<file path="src/hdl/i6flt_pkg.sv">
// Shared types and constants for the IPv6 ingress filter with TCP/UDP checksum check.
// No dependencies; used by every module of the block.
`default_nettype none

package i6flt_pkg;

	// Packet geometry
	localparam int unsigned HEADER_BYTES         = 40;
	localparam int unsigned MIN_PACKET_BYTES     = HEADER_BYTES + 4;
	localparam int unsigned MAX_PACKET_BYTES_DEF = 65535;
	localparam int unsigned POS_W                = 17;

	// Header offsets
	localparam int unsigned OFS_NEXT_HEADER = 6;
	localparam int unsigned OFS_SUM_START   = 8;
	localparam int unsigned OFS_DST_START   = 24;
	localparam int unsigned OFS_PORT_HI     = 42;
	localparam int unsigned OFS_PORT_LO     = 43;

	// Protocol numbers and version
	localparam logic [7:0] PROTO_TCP  = 8'd6;
	localparam logic [7:0] PROTO_UDP  = 8'd17;
	localparam logic [3:0] IP_VERSION = 4'd6;

	// Configuration register map
	localparam int unsigned CFG_INDEX_W = 1;
	localparam int unsigned CFG_DATA_W  = 64;
	localparam logic [CFG_INDEX_W-1:0] REG_LOCAL_ADDR_UPPER = 1'b0;
	localparam logic [CFG_INDEX_W-1:0] REG_LOCAL_ADDR_LOWER = 1'b1;

	typedef enum logic [2:0] {
		VERDICT_TCP      = 3'd0,
		VERDICT_UDP      = 3'd1,
		VERDICT_OTHER    = 3'd2,
		VERDICT_SHORT    = 3'd3,
		VERDICT_WRONG_DA = 3'd4,
		VERDICT_BAD_CKS  = 3'd5,
		VERDICT_OVERSIZE = 3'd6
	} verdict_t;

	typedef struct packed {
		verdict_t    verdict;
		logic [15:0] dst_port;
		logic [15:0] ul_len;
		logic [7:0]  protocol;
		logic [31:0] failures;
	} result_t;

endpackage

`default_nettype wire

</file>
<file path="src/hdl/i6flt_core.sv">
// Per-byte parse state, running ones' complement sum and end-of-packet verdict.
// Depends on i6flt_pkg.
`default_nettype none

module i6flt_core #(
	parameter int unsigned MAX_PACKET_BYTES = i6flt_pkg::MAX_PACKET_BYTES_DEF
) (
	input  wire logic                          clk,
	input  wire logic                          arst_n,
	input  wire logic                          step,
	input  wire logic [7:0]                    data_byte,
	input  wire logic                          data_last,
	input  wire logic [63:0]                   addr_upper,
	input  wire logic [63:0]                   addr_lower,
	output i6flt_pkg::result_t                 result
);

	localparam logic [i6flt_pkg::POS_W-1:0] MAX_POS =
		i6flt_pkg::POS_W'(MAX_PACKET_BYTES);
	localparam logic [i6flt_pkg::POS_W-1:0] HDR_POS =
		i6flt_pkg::POS_W'(i6flt_pkg::HEADER_BYTES);
	localparam logic [i6flt_pkg::POS_W-1:0] MIN_POS =
		i6flt_pkg::POS_W'(i6flt_pkg::MIN_PACKET_BYTES);
	localparam logic [i6flt_pkg::POS_W-1:0] DST_LO_POS =
		i6flt_pkg::POS_W'(i6flt_pkg::OFS_DST_START);

	logic [i6flt_pkg::POS_W-1:0] pos_q, pos_next;
	logic [31:0]                 sum_q, sum_next, sum_add;
	logic [3:0]                  version_q, version_next;
	logic                        match_q, match_next;
	logic [7:0]                  nh_q, nh_next;
	logic [15:0]                 port_q, port_next;
	logic [31:0]                 fail_q, fail_next;

	logic                        in_range, in_addr;
	logic [3:0]                  addr_k;
	logic [63:0]                 addr_word;
	logic [7:0]                  addr_exp;
	logic [i6flt_pkg::POS_W-1:0] ul_full;
	logic [15:0]                 ul;
	logic [31:0]                 cks;
	logic [16:0]                 fold1, fold2;
	logic                        cks_ok, is_l4;

	// Field capture and running sum for the byte in hand
	always_comb begin
		in_range = (pos_q < MAX_POS);
		pos_next = (pos_q <= MAX_POS) ? pos_q + 1'b1 : pos_q;

		version_next = (in_range && pos_q == '0) ? data_byte[7:4] : version_q;
		nh_next = (in_range && pos_q == i6flt_pkg::POS_W'(i6flt_pkg::OFS_NEXT_HEADER)) ?
			data_byte : nh_q;

		// Destination address bytes 24..39, byte 24 in the top of the upper word
		addr_k    = {~pos_q[3], pos_q[2:0]};
		addr_word = addr_k[3] ? addr_lower : addr_upper;
		addr_exp  = addr_word[{~addr_k[2:0], 3'b000} +: 8];
		in_addr   = (pos_q >= DST_LO_POS) && (pos_q < HDR_POS);
		match_next = match_q & ~(in_range && in_addr && (data_byte != addr_exp));

		port_next = port_q;
		if (in_range && pos_q == i6flt_pkg::POS_W'(i6flt_pkg::OFS_PORT_HI)) begin
			port_next[15:8] = data_byte;
		end
		if (in_range && pos_q == i6flt_pkg::POS_W'(i6flt_pkg::OFS_PORT_LO)) begin
			port_next[7:0] = data_byte;
		end

		// Even offsets are high bytes of a 16-bit word
		sum_add  = pos_q[0] ? {24'd0, data_byte} : {16'd0, data_byte, 8'd0};
		sum_next = (in_range && pos_q >= i6flt_pkg::POS_W'(i6flt_pkg::OFS_SUM_START)) ?
			sum_q + sum_add : sum_q;
	end

	// Verdict on the final byte, from the updated state
	always_comb begin
		ul_full = pos_next - HDR_POS;
		ul      = ul_full[15:0];
		cks     = sum_next + {16'd0, ul} + {24'd0, nh_next};
		fold1   = {1'b0, cks[15:0]} + {1'b0, cks[31:16]};
		fold2   = {1'b0, fold1[15:0]} + {16'd0, fold1[16]};
		cks_ok  = (fold2[15:0] == 16'hFFFF);
		is_l4   = (nh_next == i6flt_pkg::PROTO_TCP) || (nh_next == i6flt_pkg::PROTO_UDP);

		fail_next       = fail_q;
		result.dst_port = 16'd0;
		result.ul_len   = ul;
		result.protocol = nh_next;
		if (pos_next > MAX_POS) begin
			result.verdict = i6flt_pkg::VERDICT_OVERSIZE;
			result.ul_len  = 16'd0;
		end else if (pos_next < MIN_POS || version_next != i6flt_pkg::IP_VERSION) begin
			result.verdict = i6flt_pkg::VERDICT_SHORT;
			result.ul_len  = 16'd0;
		end else if (!match_next) begin
			result.verdict = i6flt_pkg::VERDICT_WRONG_DA;
		end else if (is_l4) begin
			if (!cks_ok) begin
				result.verdict = i6flt_pkg::VERDICT_BAD_CKS;
				fail_next      = fail_q + 32'd1;
			end else begin
				result.verdict = (nh_next == i6flt_pkg::PROTO_TCP) ?
					i6flt_pkg::VERDICT_TCP : i6flt_pkg::VERDICT_UDP;
				result.dst_port = port_next;
			end
		end else begin
			result.verdict = i6flt_pkg::VERDICT_OTHER;
		end
		result.failures = fail_next;
	end

	// Advance per beat; clear packet state after the final byte
	always_ff @(posedge clk or negedge arst_n) begin
		if (!arst_n) begin
			pos_q     <= '0;
			sum_q     <= '0;
			version_q <= '0;
			match_q   <= 1'b1;
			nh_q      <= '0;
			port_q    <= '0;
			fail_q    <= '0;
		end else if (step) begin
			if (data_last) begin
				pos_q     <= '0;
				sum_q     <= '0;
				version_q <= '0;
				match_q   <= 1'b1;
				nh_q      <= '0;
				port_q    <= '0;
				fail_q    <= fail_next;
			end else begin
				pos_q     <= pos_next;
				sum_q     <= sum_next;
				version_q <= version_next;
				match_q   <= match_next;
				nh_q      <= nh_next;
				port_q    <= port_next;
			end
		end
	end

endmodule

`default_nettype wire

</file>
<file path="src/hdl/ipv6_ingress_filter_l4_checksum_top.sv">
// Path: the final byte's beat passes the byte register, then the result register,
// before a verdict is offered.
// Throughput: one byte per cycle; the byte stage stalls only when a final byte
// meets a result still held in the output register.
// Reset: arst_n clears the byte position, the parse state, the failure counter,
// both address registers and all valid flags at once.
// Depends on i6flt_pkg and i6flt_core.
`default_nettype none

module ipv6_ingress_filter_l4_checksum_top #(
	parameter int unsigned MAX_PACKET_BYTES = i6flt_pkg::MAX_PACKET_BYTES_DEF
) (
	input  wire logic                              clk,
	input  wire logic                              arst_n,
	input  wire logic                              in_valid,
	output logic                                   in_ready,
	input  wire logic [7:0]                        packet_byte,
	input  wire logic                              last_byte,
	output logic                                   out_valid,
	input  wire logic                              out_ready,
	output logic [2:0]                             verdict,
	output logic [15:0]                            destination_port,
	output logic [15:0]                            upper_layer_length,
	output logic [7:0]                             protocol_number,
	output logic [31:0]                            checksum_failures,
	input  wire logic                              cfg_write_en,
	input  wire logic [i6flt_pkg::CFG_INDEX_W-1:0] cfg_index,
	input  wire logic [i6flt_pkg::CFG_DATA_W-1:0]  cfg_data
);

	logic               valid_s1, last_s1, advance;
	logic [7:0]         byte_s1;
	logic [63:0]        addr_upper_q, addr_lower_q;
	i6flt_pkg::result_t core_result, result_q;

	// Configuration writes
	always_ff @(posedge clk or negedge arst_n) begin
		if (!arst_n) begin
			addr_upper_q <= '0;
			addr_lower_q <= '0;
		end else if (cfg_write_en) begin
			case (cfg_index)
				i6flt_pkg::REG_LOCAL_ADDR_UPPER: addr_upper_q <= cfg_data;
				i6flt_pkg::REG_LOCAL_ADDR_LOWER: addr_lower_q <= cfg_data;
				default: ;
			endcase
		end
	end

	// Byte stage moves on unless a final byte finds the output register full
	assign advance  = valid_s1 && (!last_s1 || !out_valid || out_ready);
	assign in_ready = !valid_s1 || advance;

	always_ff @(posedge clk or negedge arst_n) begin
		if (!arst_n) begin
			valid_s1 <= 1'b0;
		end else if (in_valid && in_ready) begin
			valid_s1 <= 1'b1;
		end else if (advance) begin
			valid_s1 <= 1'b0;
		end
	end

	// Hold the byte beat
	always_ff @(posedge clk) begin
		if (in_valid && in_ready) begin
			byte_s1 <= packet_byte;
			last_s1 <= last_byte;
		end
	end

	i6flt_core #(
		.MAX_PACKET_BYTES(MAX_PACKET_BYTES)
	) u_core (
		.clk       (clk),
		.arst_n    (arst_n),
		.step      (advance),
		.data_byte (byte_s1),
		.data_last (last_s1),
		.addr_upper(addr_upper_q),
		.addr_lower(addr_lower_q),
		.result    (core_result)
	);

	// Result register: load on the final byte, drop once taken
	always_ff @(posedge clk or negedge arst_n) begin
		if (!arst_n) begin
			out_valid <= 1'b0;
		end else if (advance && last_s1) begin
			out_valid <= 1'b1;
		end else if (out_ready) begin
			out_valid <= 1'b0;
		end
	end

	always_ff @(posedge clk) begin
		if (advance && last_s1) begin
			result_q <= core_result;
		end
	end

	assign verdict            = result_q.verdict;
	assign destination_port   = result_q.dst_port;
	assign upper_layer_length = result_q.ul_len;
	assign protocol_number    = result_q.protocol;
	assign checksum_failures  = result_q.failures;

endmodule

`default_nettype wire

</file>
<file path="config.mk">
export PLATFORM = sky130hd
export DESIGN_NAME = ipv6_ingress_filter_l4_checksum_top
export DESIGN_NICKNAME = d
export VERILOG_FILES = /design/src/hdl/i6flt_pkg.sv /design/src/hdl/i6flt_core.sv /design/src/hdl/ipv6_ingress_filter_l4_checksum_top.sv
export SDC_FILE = /design/constraint.sdc
export NUM_CORES = 1
export LEC_CHECK = 0
export BUFFER_PORTS_ARGS = -buffer_cell sky130_fd_sc_hd__buf_2
export CORE_MARGIN = 10
export CORE_UTILIZATION = 40
export DETAILED_ROUTE_END_ITERATION = 8
export PLACE_DENSITY_LB_ADDON = 0.12
export SYNTH_ARGS = -nofsm -noshare
export SYNTH_HDL_FRONTEND = slang
export SYNTH_SLANG_ARGS = --single-unit
</file>
<file path="constraint.sdc">
create_clock -name clk -period 30.4 [get_ports clk]
set_input_delay 9.12 -clock clk [delete_from_list [all_inputs] [get_ports clk]]
set_output_delay 9.12 -clock clk [all_outputs]
set_load 0.01 [all_outputs]
</file>
Word-level counts from Yosys, hierarchy flattened:

Cells that the tools add are included.

* register bits after elaboration: 324
* input port bits: 79
* output and inout port bits: 77
* word-level logic and storage cells: 105

* add/sub/neg operators: 8
* magnitude comparators: 7
* equal/unequal tests: 8
* shifts and indexed selects: 1
* muxes and demuxes: 28
* bitwise operators: 7
* reductions and logical operators: 27

Operators by type and width (count)
* $mux 32: 7
* $mux 64: 1
* $shiftx 64x7->8: 1
* $eq 17x6->1 const B: 2
* $lt 17x6->1 const B: 2
* $mux 17: 2
* $add 32x1->32 const B: 1
* $add 32x16->32: 1
* $add 32x32->32: 1
* $add 32x8->32: 1
* $mux 16: 2
* $mux 8: 4
* $add 16x16->17: 1
* $add 17x1->17 const B: 1
* $eq 17x3->1 const B: 1
* $ge 17x4->1 const B: 1
* $ge 17x5->1 const B: 1
* $gt 17x16->1 const B: 1
* $le 17x16->1 const B: 1
* $logic_not 17->1: 1
* $lt 17x16->1 const B: 1
* $add 16x1->16: 1
* $eq 16x16->1 const B: 1
* $sub 16x6->16 const B: 1
* 17 further kinds: 49

Logic depth before layout (Yosys ltp):

Gate-level depths: netlist (run 1).

* word-level depth: 13
* depth in mapped cells: 50
* gate-level depth less buffers: 42

By module:

A second synthesis (run 1) with hierarchy kept.

* cell total of the unflattened synthesis: 1737
* area, all modules: 19253.5 um^2

Modules (own cells, without submodules)
* i6flt_core: instances 1, cells each 1372, area an instance 11496.0 um^2, seq. area each 2753.9 um^2
* ipv6_ingress_filter_l4_checksum_top: instances 1, cells each 365, area an instance 7757.4 um^2, seq. area each 5775.5 um^2

Worst setup path after synthesis (run 1):

Ideal clock, no wire load.

* path kind: input -> output
* start point: input out_ready
* end point: output in_ready
* arrival time: 9359 ps
* data required time: 21280 ps
* slack: 11921 ps
* stages on the path: 1
* path buffers: 0
* cell sequence: nand4b_1

* cells in the longest elaborated chain, start to end: 3

Ends and longest elaborated chain
* start: declaration: line ipv6_ingress_filter_l4_checksum_top.sv:20 `input wire logic out_ready,`
* $logic_or 1x1->1: line ipv6_ingress_filter_l4_checksum_top.sv:51 `assign advance = valid_s1 && (!last_s1 || !out_valid || out_ready);`
* $logic_and 1x1->1: line ipv6_ingress_filter_l4_checksum_top.sv:51
* $logic_or 1x1->1: line ipv6_ingress_filter_l4_checksum_top.sv:52 `assign in_ready = !valid_s1 || advance;`
* end: declaration: line ipv6_ingress_filter_l4_checksum_top.sv:16 `output logic in_ready,`

No other way between the ends.

Worst setup path in the final report (run 1):

Same ends and word-level chain as after synthesis.

==> metrics.cfg, run 1 <==
[clock_network]
cts_max_path_buffers = 3
cts_resized = 0
cts_sinks = 324
hold_buffers = 0
clkLatencyLatePin_ns = 0.56
tritoncts = built
ctsHtreeMaxLevel = 2
numCtsBuffers = 39
postCtsSetupBuffers = 0
clk_pin_slew_worst_paths_ns = 0.06
cts-root-buf = clkbuf_16

[yosys]
ys_seq_elements = 324
synthMuxAreaShare = 0.124
synth_fp_nets = 1925
synthArstFlopShare = 0.741
synthesis.area_um2 = 18700
synthCells = 1772
syn_avg_cell_area_um2 = 10.6
synth_compound_area_frac = 0.117
synth-edff-count = 84
seq_area_frac_synth = 0.455
synth_top_family_by_area = simple AND/OR/NAND/NOR gates
yosysWarnings = 0
synth-adder-area-share = 0.0538
synthFlopType = dfrtp_1
synth_simple_gate_area_share = 0.143
synth_xor_xnor_area_share = 0.0739
ys_types = 79

[layout]
area_growth_pct = 14.7
instances_no_fill = 2541
drive_gt1_frac = 0.217
n_fill_cell = 4442
final_core_util = 0.463
finalNetCount = 2054

[route]
wire_per_inst_um = 20.0
via_per_inst = 5.48
drtAntennaViolNets = 0
drt_iter0_markers = 948
first_pass_iters = 5
routed_wirelength_um = 50700
drcViolationCount = 0
vias = 13900

[floorplanning]
die_area_um2 = 55900
die_y_um = 236
initial_core_util = 0.403
core-area_um2 = 46500
dieWidth_um = 236
rows = 79
boundaryPins = 156

[worst_setup_path]
cp_slowest_cell = nand4b_1
crit_required_ns = 21.28
worstPathArrival_ns = 9.77
critPathMaxFanout = 3
critPathMaxStageDelay_ns = 0.30
crit_chain = buf_2 > nand4b_1 > buf_2
worst_path_most_repeated_cell = buf_2
critPathKind = primary input to primary output
end_kind = primary output
crit_start = out_ready
critPathLaunchType = primary input
r2r_start = u_core.pos_q[3]

[global_route]
grt_max_degree = 107
grt_pass1_wl_um = 80800
grt_util_all_layers = 0.179
antenna_found_initial = 6
grt_pass1_vias = 14300
gr-total-overflow = 0

[timing]
setup_viol = 0
grt_setup_unrepaired = no
max_freq_ghz = 0.0529
post-route-period-util = 0.622
finalMaxSlewViolations = 0
skew_ns = 0.0145
fin_setup_tns_ns = 0
tightest_slew_ns = 1.12
min_period_ns = 18.89
finalHoldViolations = 0
maxSlewHeadroom = 0.253

[placement]
gp_congestion = 0.879
place_inst = 2467
io_buffer_count = 155
dp_hpwl_um = 36400

[min_path]
hp-start = u_core.port_q[14]
holdCritPathClass = flop to flop

[job]
maxCapViolCount = 0

[power_and_ir_drop]
peakVddDrop_v = 0.0000513
powerDensity_nw_per_um2 = 56.8
leakagePower_nw = 9.39

[status]
status = completed

==> cell usage in the layout (no fill, tap or decap), types with 8 or more instances in the layout <==
cell	count
dfrtp_1	238
nand2_1	172
buf_2	154
mux2_2	135
nor2_1	99
xor2_1	97
o21ai_0	94
edfxtp_1	84
a21oi_1	82
ha_1	63
xnor2_1	61
inv_1	60
nor3_1	51
nand3_1	49
mux2i_1	45
clkbuf_16	41
and3_1	25
buf_4	25
a22o_1	22
nand4_1	20
and2_1	19
nor2b_1	19
mux4_2	16
a21o_1	15
nand2b_1	12
a211oi_1	12
a22oi_1	11
fa_1	11
o21bai_1	10
or3_1	9
o31ai_1	9
clkbuf_1	9
nor4_1	8
o21a_1	8
and4_1	8
clkinv_2	8
==> worst max-delay path: cells and delay by family <==
family / cells / cell delay, ns
buf+inv: 2 / 0.35
simple gates: 1 / 0.30
==> worst paths after layout <==
path / to / slack, ns / depth (start not counted)
max: in_ready / 11.51 / 3
max in group asynchronous: u_core.fail_q[17] / 20.22 / 2
min reg2reg: u_core.port_q[14] / 0.48 / 2
max reg2reg: u_core.fail_q[1] / 18.77 / 38
min: u_core.port_q[14] / 0.48 / 2
min in group asynchronous: addr_upper_q[3] / 8.61 / 1
==> flip-flops by register name, indices dropped and copies added (netlist names), 16 cells and up <==
register	flops
u_core.port_q	16
checksum_failures	32
upper_layer_length	16
destination_port	16
u_core.pos_q	17
u_core.fail_q	32
addr_upper_q	64
u_core.sum_q	32
addr_lower_q	64
==> cell type report <==
| type | instances | area [um2] | area share |
|---|---|---|---|
| clock inverter | 16 | 250 | 0.0116 |
| sequential | 324 | 8530 | 0.397 |
| tap | 607 | 759 | 0.0353 |
| inverter | 61 | 230 | 0.0107 |
| timing repair buffer | 180 | 973 | 0.0453 |
| multi-input combinational | 1295 | 9610 | 0.447 |
| clock buffer | 56 | 1140 | 0.0531 |
| antenna | 2 | 5.00 | 0.000233 |
==> synth_stat cells (6+ instances only) <==
master    count  area share
o21ai_0      94       0.025
a21oi_1      82       0.022
or3_1         9      0.0030
a22o_1       22       0.010
mux2_2      135       0.081
ha_1         63       0.042
nand2b_1     12      0.0040
inv_1        61       0.012
mux4_2       16       0.019
a21o_1       15      0.0060
nor2_1      100       0.020
and3_1       25      0.0083
buf_4         6      0.0024
xor2_1       97       0.045
nand2_1     173       0.035
edfxtp_1     84        0.13
clkbuf_1     67       0.013
nand3_1      49       0.013
o21bai_1     10      0.0040
nand4_1      20      0.0067
xnor2_1      61       0.029
mux2i_1      45       0.024
o31ai_1       9      0.0036
o211ai_1      6      0.0024
o21a_1        8      0.0032
a31oi_1       7      0.0023
a211oi_1     12      0.0048
nor4_1        8      0.0027
buf_2        14      0.0037
o22ai_1       6      0.0020
nor2b_1      20      0.0067
a22oi_1      11      0.0044
dfrtp_1     239        0.32
and2_1       19      0.0063
fa_1         11       0.012
and4_1        8      0.0037
nor3_1       51       0.014
==> layer usage <==
layer | global-route usage | vias up | share of wire
met2 | 0.294 | 304 | 0.47
met5 | 0 | - | 0.0011
met1 | 0.235 | 6856 | 0.45
li1 | - | 6675 | -
met4 | 0.0567 | 8 | 0.025
met3 | 0.0341 | 82 | 0.048
==> cells by family after synthesis <==
family / after synthesis
simple gates: 532
xor+xnor: 158
compound gates: 335
fa+ha+maj: 74
mux: 196
buf+inv: 153
flops: 324
==> where the power goes <==
group / internal [mW] / leakage, nW / switching, mW
Sequential: 0.480 / 3.90 / 0.0187
Clock: 0.314 / 0.681 / 0.192
Combinational: 0.0939 / 4.81 / 0.123
==> through the flow <==
step	worst slack, ns	total power, mW	hold WS (ns)	area, um2
after floorplan	11.92	0.656	0.444	18700
after global placement	11.50	0.720	0.457	20100
after detailed placement	11.51	0.726	0.470	20100
after CTS	11.50	1.24	0.484	21500
after global routing	11.47	1.28	0.509	21500
final	11.51	1.22	0.481	21500
(Power assumes the default switching activity.)
==> inputs of run 2 (changes only) <==
clock period = 17.93 ns   (was 30.4 ns; I/O delays follow)
==> run 2 against run 1 <==
  * Worst hold slack gained 0.0028 ns
  * Sequential cell count unchanged
  * Non-clock buffer count fell by 1
  * Routed wire length up 1.3%
  * Utilization decreased by 0.16 points
  * Via count is 0.43% higher
  * Clock skew is 0.0027 ns higher
  * Critical path type unchanged
  * Largest power group is now registers
==> metrics.cfg, run 2 (same netlist as run 1, synthesis figures left out) <==
[timing]
max_freq_ghz = 0.0877
tightest_slew_ns = 1.11  ; -0.00695 ns
setup_viol = 0  ; unchanged
maxSlewHeadroom = 0.257  ; +0.00464
post-route-period-util = 0.636
grt_setup_unrepaired = no
fin_setup_tns_ns = 0  ; unchanged
finalHoldViolations = 0  ; unchanged
setup_ws_ns = 6.53  ; -4.98 ns
min_period_ns = 11.40
skew_ns = 0.0172  ; +0.00270 ns
finalMaxSlewViolations = 0  ; unchanged

[job]
maxCapViolCount = 0  ; unchanged

[worst_setup_path]
crit_required_ns = 12.55  ; -8.73 ns
end_kind = primary output
worstPathArrival_ns = 6.03  ; -3.74 ns
critPathKind = primary input to primary output
cp_slowest_cell = nand4b_1
worst_path_most_repeated_cell = buf_2
critPathMaxStageDelay_ns = 0.30  ; about the same
critPathMaxFanout = 3  ; unchanged
critPathLaunchType = primary input
cp_num_buf_inv = 2  ; unchanged
crit_chain = buf_2 > nand4b_1 > buf_2
crit_family = buffers and inverters

[power_and_ir_drop]
p_sw_frac = 0.278  ; +0.00556
p_sw_uw = 564  ; +69%
combPwrFrac = 0.182  ; +0.005
p_clk_frac = 0.401  ; -0.013
seqPwrFrac = 0.417  ; +0.008
powerDensity_nw_per_um2 = 94.6  ; +67%
leakagePower_nw = 9.35  ; -0.41%
internal_power_mw = 1.46  ; +65%
peakVddDrop_v = 0.0000701  ; +37%

[global_route]
grt_pass1_wl_um = 81400  ; +0.82%
antenna_found_initial = 5  ; -1
grt_pass1_vias = 14100  ; -1.2%
grt_max_degree = 103  ; -3.7%
grt_util_all_layers = 0.181  ; +0.00127
gr-total-overflow = 0  ; unchanged

[route]
drcViolationCount = 0  ; unchanged
vias = 14000  ; +0.43%
drtAntennaViolNets = 0  ; unchanged
wire_per_inst_um = 20.2  ; +1.4%
drt_iter0_markers = 1167  ; +23%
routed_wirelength_um = 51400  ; +1.3%
via_per_inst = 5.51  ; +0.51%
first_pass_iters = 5  ; unchanged

[clock_network]
clk_pin_slew_worst_paths_ns = 0.06  ; about the same
ctsHtreeMaxLevel = 2  ; unchanged
cts-root-buf = clkbuf_16
numCtsBuffers = 39  ; unchanged
cts_resized = 0  ; unchanged
postCtsSetupBuffers = 0  ; unchanged
tritoncts = built
cts_max_path_buffers = 3  ; unchanged
clkLatencyLatePin_ns = 0.57  ; about the same
hold_buffers = 0  ; unchanged
cts_sinks = 324  ; unchanged

[layout]
largestRegisters = addr_lower_q x64, addr_upper_q x64
multi_input_area_um2 = 9610  ; unchanged
register_area_um2 = 8530  ; unchanged
layout_commonest_cell = dfrtp_1
area_growth_pct = 14.3
layout_common_cells = dfrtp_1 (238), nand2_1 (172), buf_2 (154), mux2_2 (135), nor2_1 (99)
finalNetCount = 2053  ; -0.049%
n_fill_cell = 4419  ; -0.52%
drive_gt1_frac = 0.215  ; -0.00196

[floorplanning]
die_area_um2 = 55900  ; unchanged
rows = 79  ; unchanged
initial_core_util = 0.403  ; unchanged
dieWidth_um = 236  ; unchanged
core-area_um2 = 46500  ; unchanged
boundaryPins = 156  ; unchanged
die_y_um = 236  ; unchanged

[placement]
dp_hpwl_um = 36600  ; +0.60%
gp_congestion = 0.875  ; -0.43%
pre_cts_ws_ns = 6.54  ; -4.97 ns
io_buffer_count = 155  ; unchanged

[status]
status = completed

[min_path]
holdCritPathClass = flop to flop

==> run 2: changes by cell type in the layout (fill, tap and decap cells not counted), sizes merged <==
cell | before | now
buf | 180 | 179
clkbuf | 56 | 57
clkinv | 8 | 11
bufinv | 6 | 2
diode | 2 | 1
==> run 2: path summary, 6_finish.rpt <==
kind | from | to | slack [ns] | depth (start not counted)
max in group asynchronous | arst_n | u_core.pos_q[0] | 11.51 | 2
max | out_ready | in_ready | 6.53 | 3
max reg2reg | u_core.pos_q[1] | u_core.fail_q[1] | 6.84 | 39
min reg2reg | u_core.port_q[15] | u_core.port_q[15] | 0.48 | 1
min in group asynchronous | arst_n | addr_upper_q[11] | 4.85 | 1
min | u_core.port_q[15] | u_core.port_q[15] | 0.48 | 1
==> run 2: final cells by class <==
class,instances,area share
Multi-Input combinational cell,1295,0.448
Sequential cell,324,0.398
Clock buffer,57,0.0554
Timing Repair Buffer,179,0.0451
Tap cell,607,0.0354
Inverter,61,0.0107
Clock inverter,15,0.00648
Antenna cell,1,0.000117
==> run 2: routing by layer <==
layer  GRT usage  routed length, um  up-vias
met3      0.0354               2510       76
met4      0.0490               1080        8
met5           0                 48        -
met2       0.291              24200      291
met1       0.243              23600     6935
li1            -                  -     6675
==> run 2: power groups by stage <==
stage	Sequential [mW]	Combinational (mW)	Clock, mW
floorplan	0.849	0.263	0
global placement	0.857	0.366	0
detailed placement	0.859	0.372	0
CTS	0.846	0.374	0.835
global route	0.852	0.406	0.864
finish	0.845	0.369	0.813
==> run 2: through the flow <==
step | hold WS (ns) | utilization | area, um2 | std cells | total power [mW]
floorplan | 0.444 | - | 18700 | 1772 | 1.11
global placement | 0.458 | 0.433 | 20100 | 2466 | 1.22
detailed placement | 0.469 | 0.433 | 20100 | 2466 | 1.23
CTS | 0.482 | 0.461 | 21400 | 2538 | 2.06
global route | 0.498 | 0.461 | 21400 | 2538 | 2.12
finish | 0.483 | 0.461 | 21400 | 2539 | 2.03
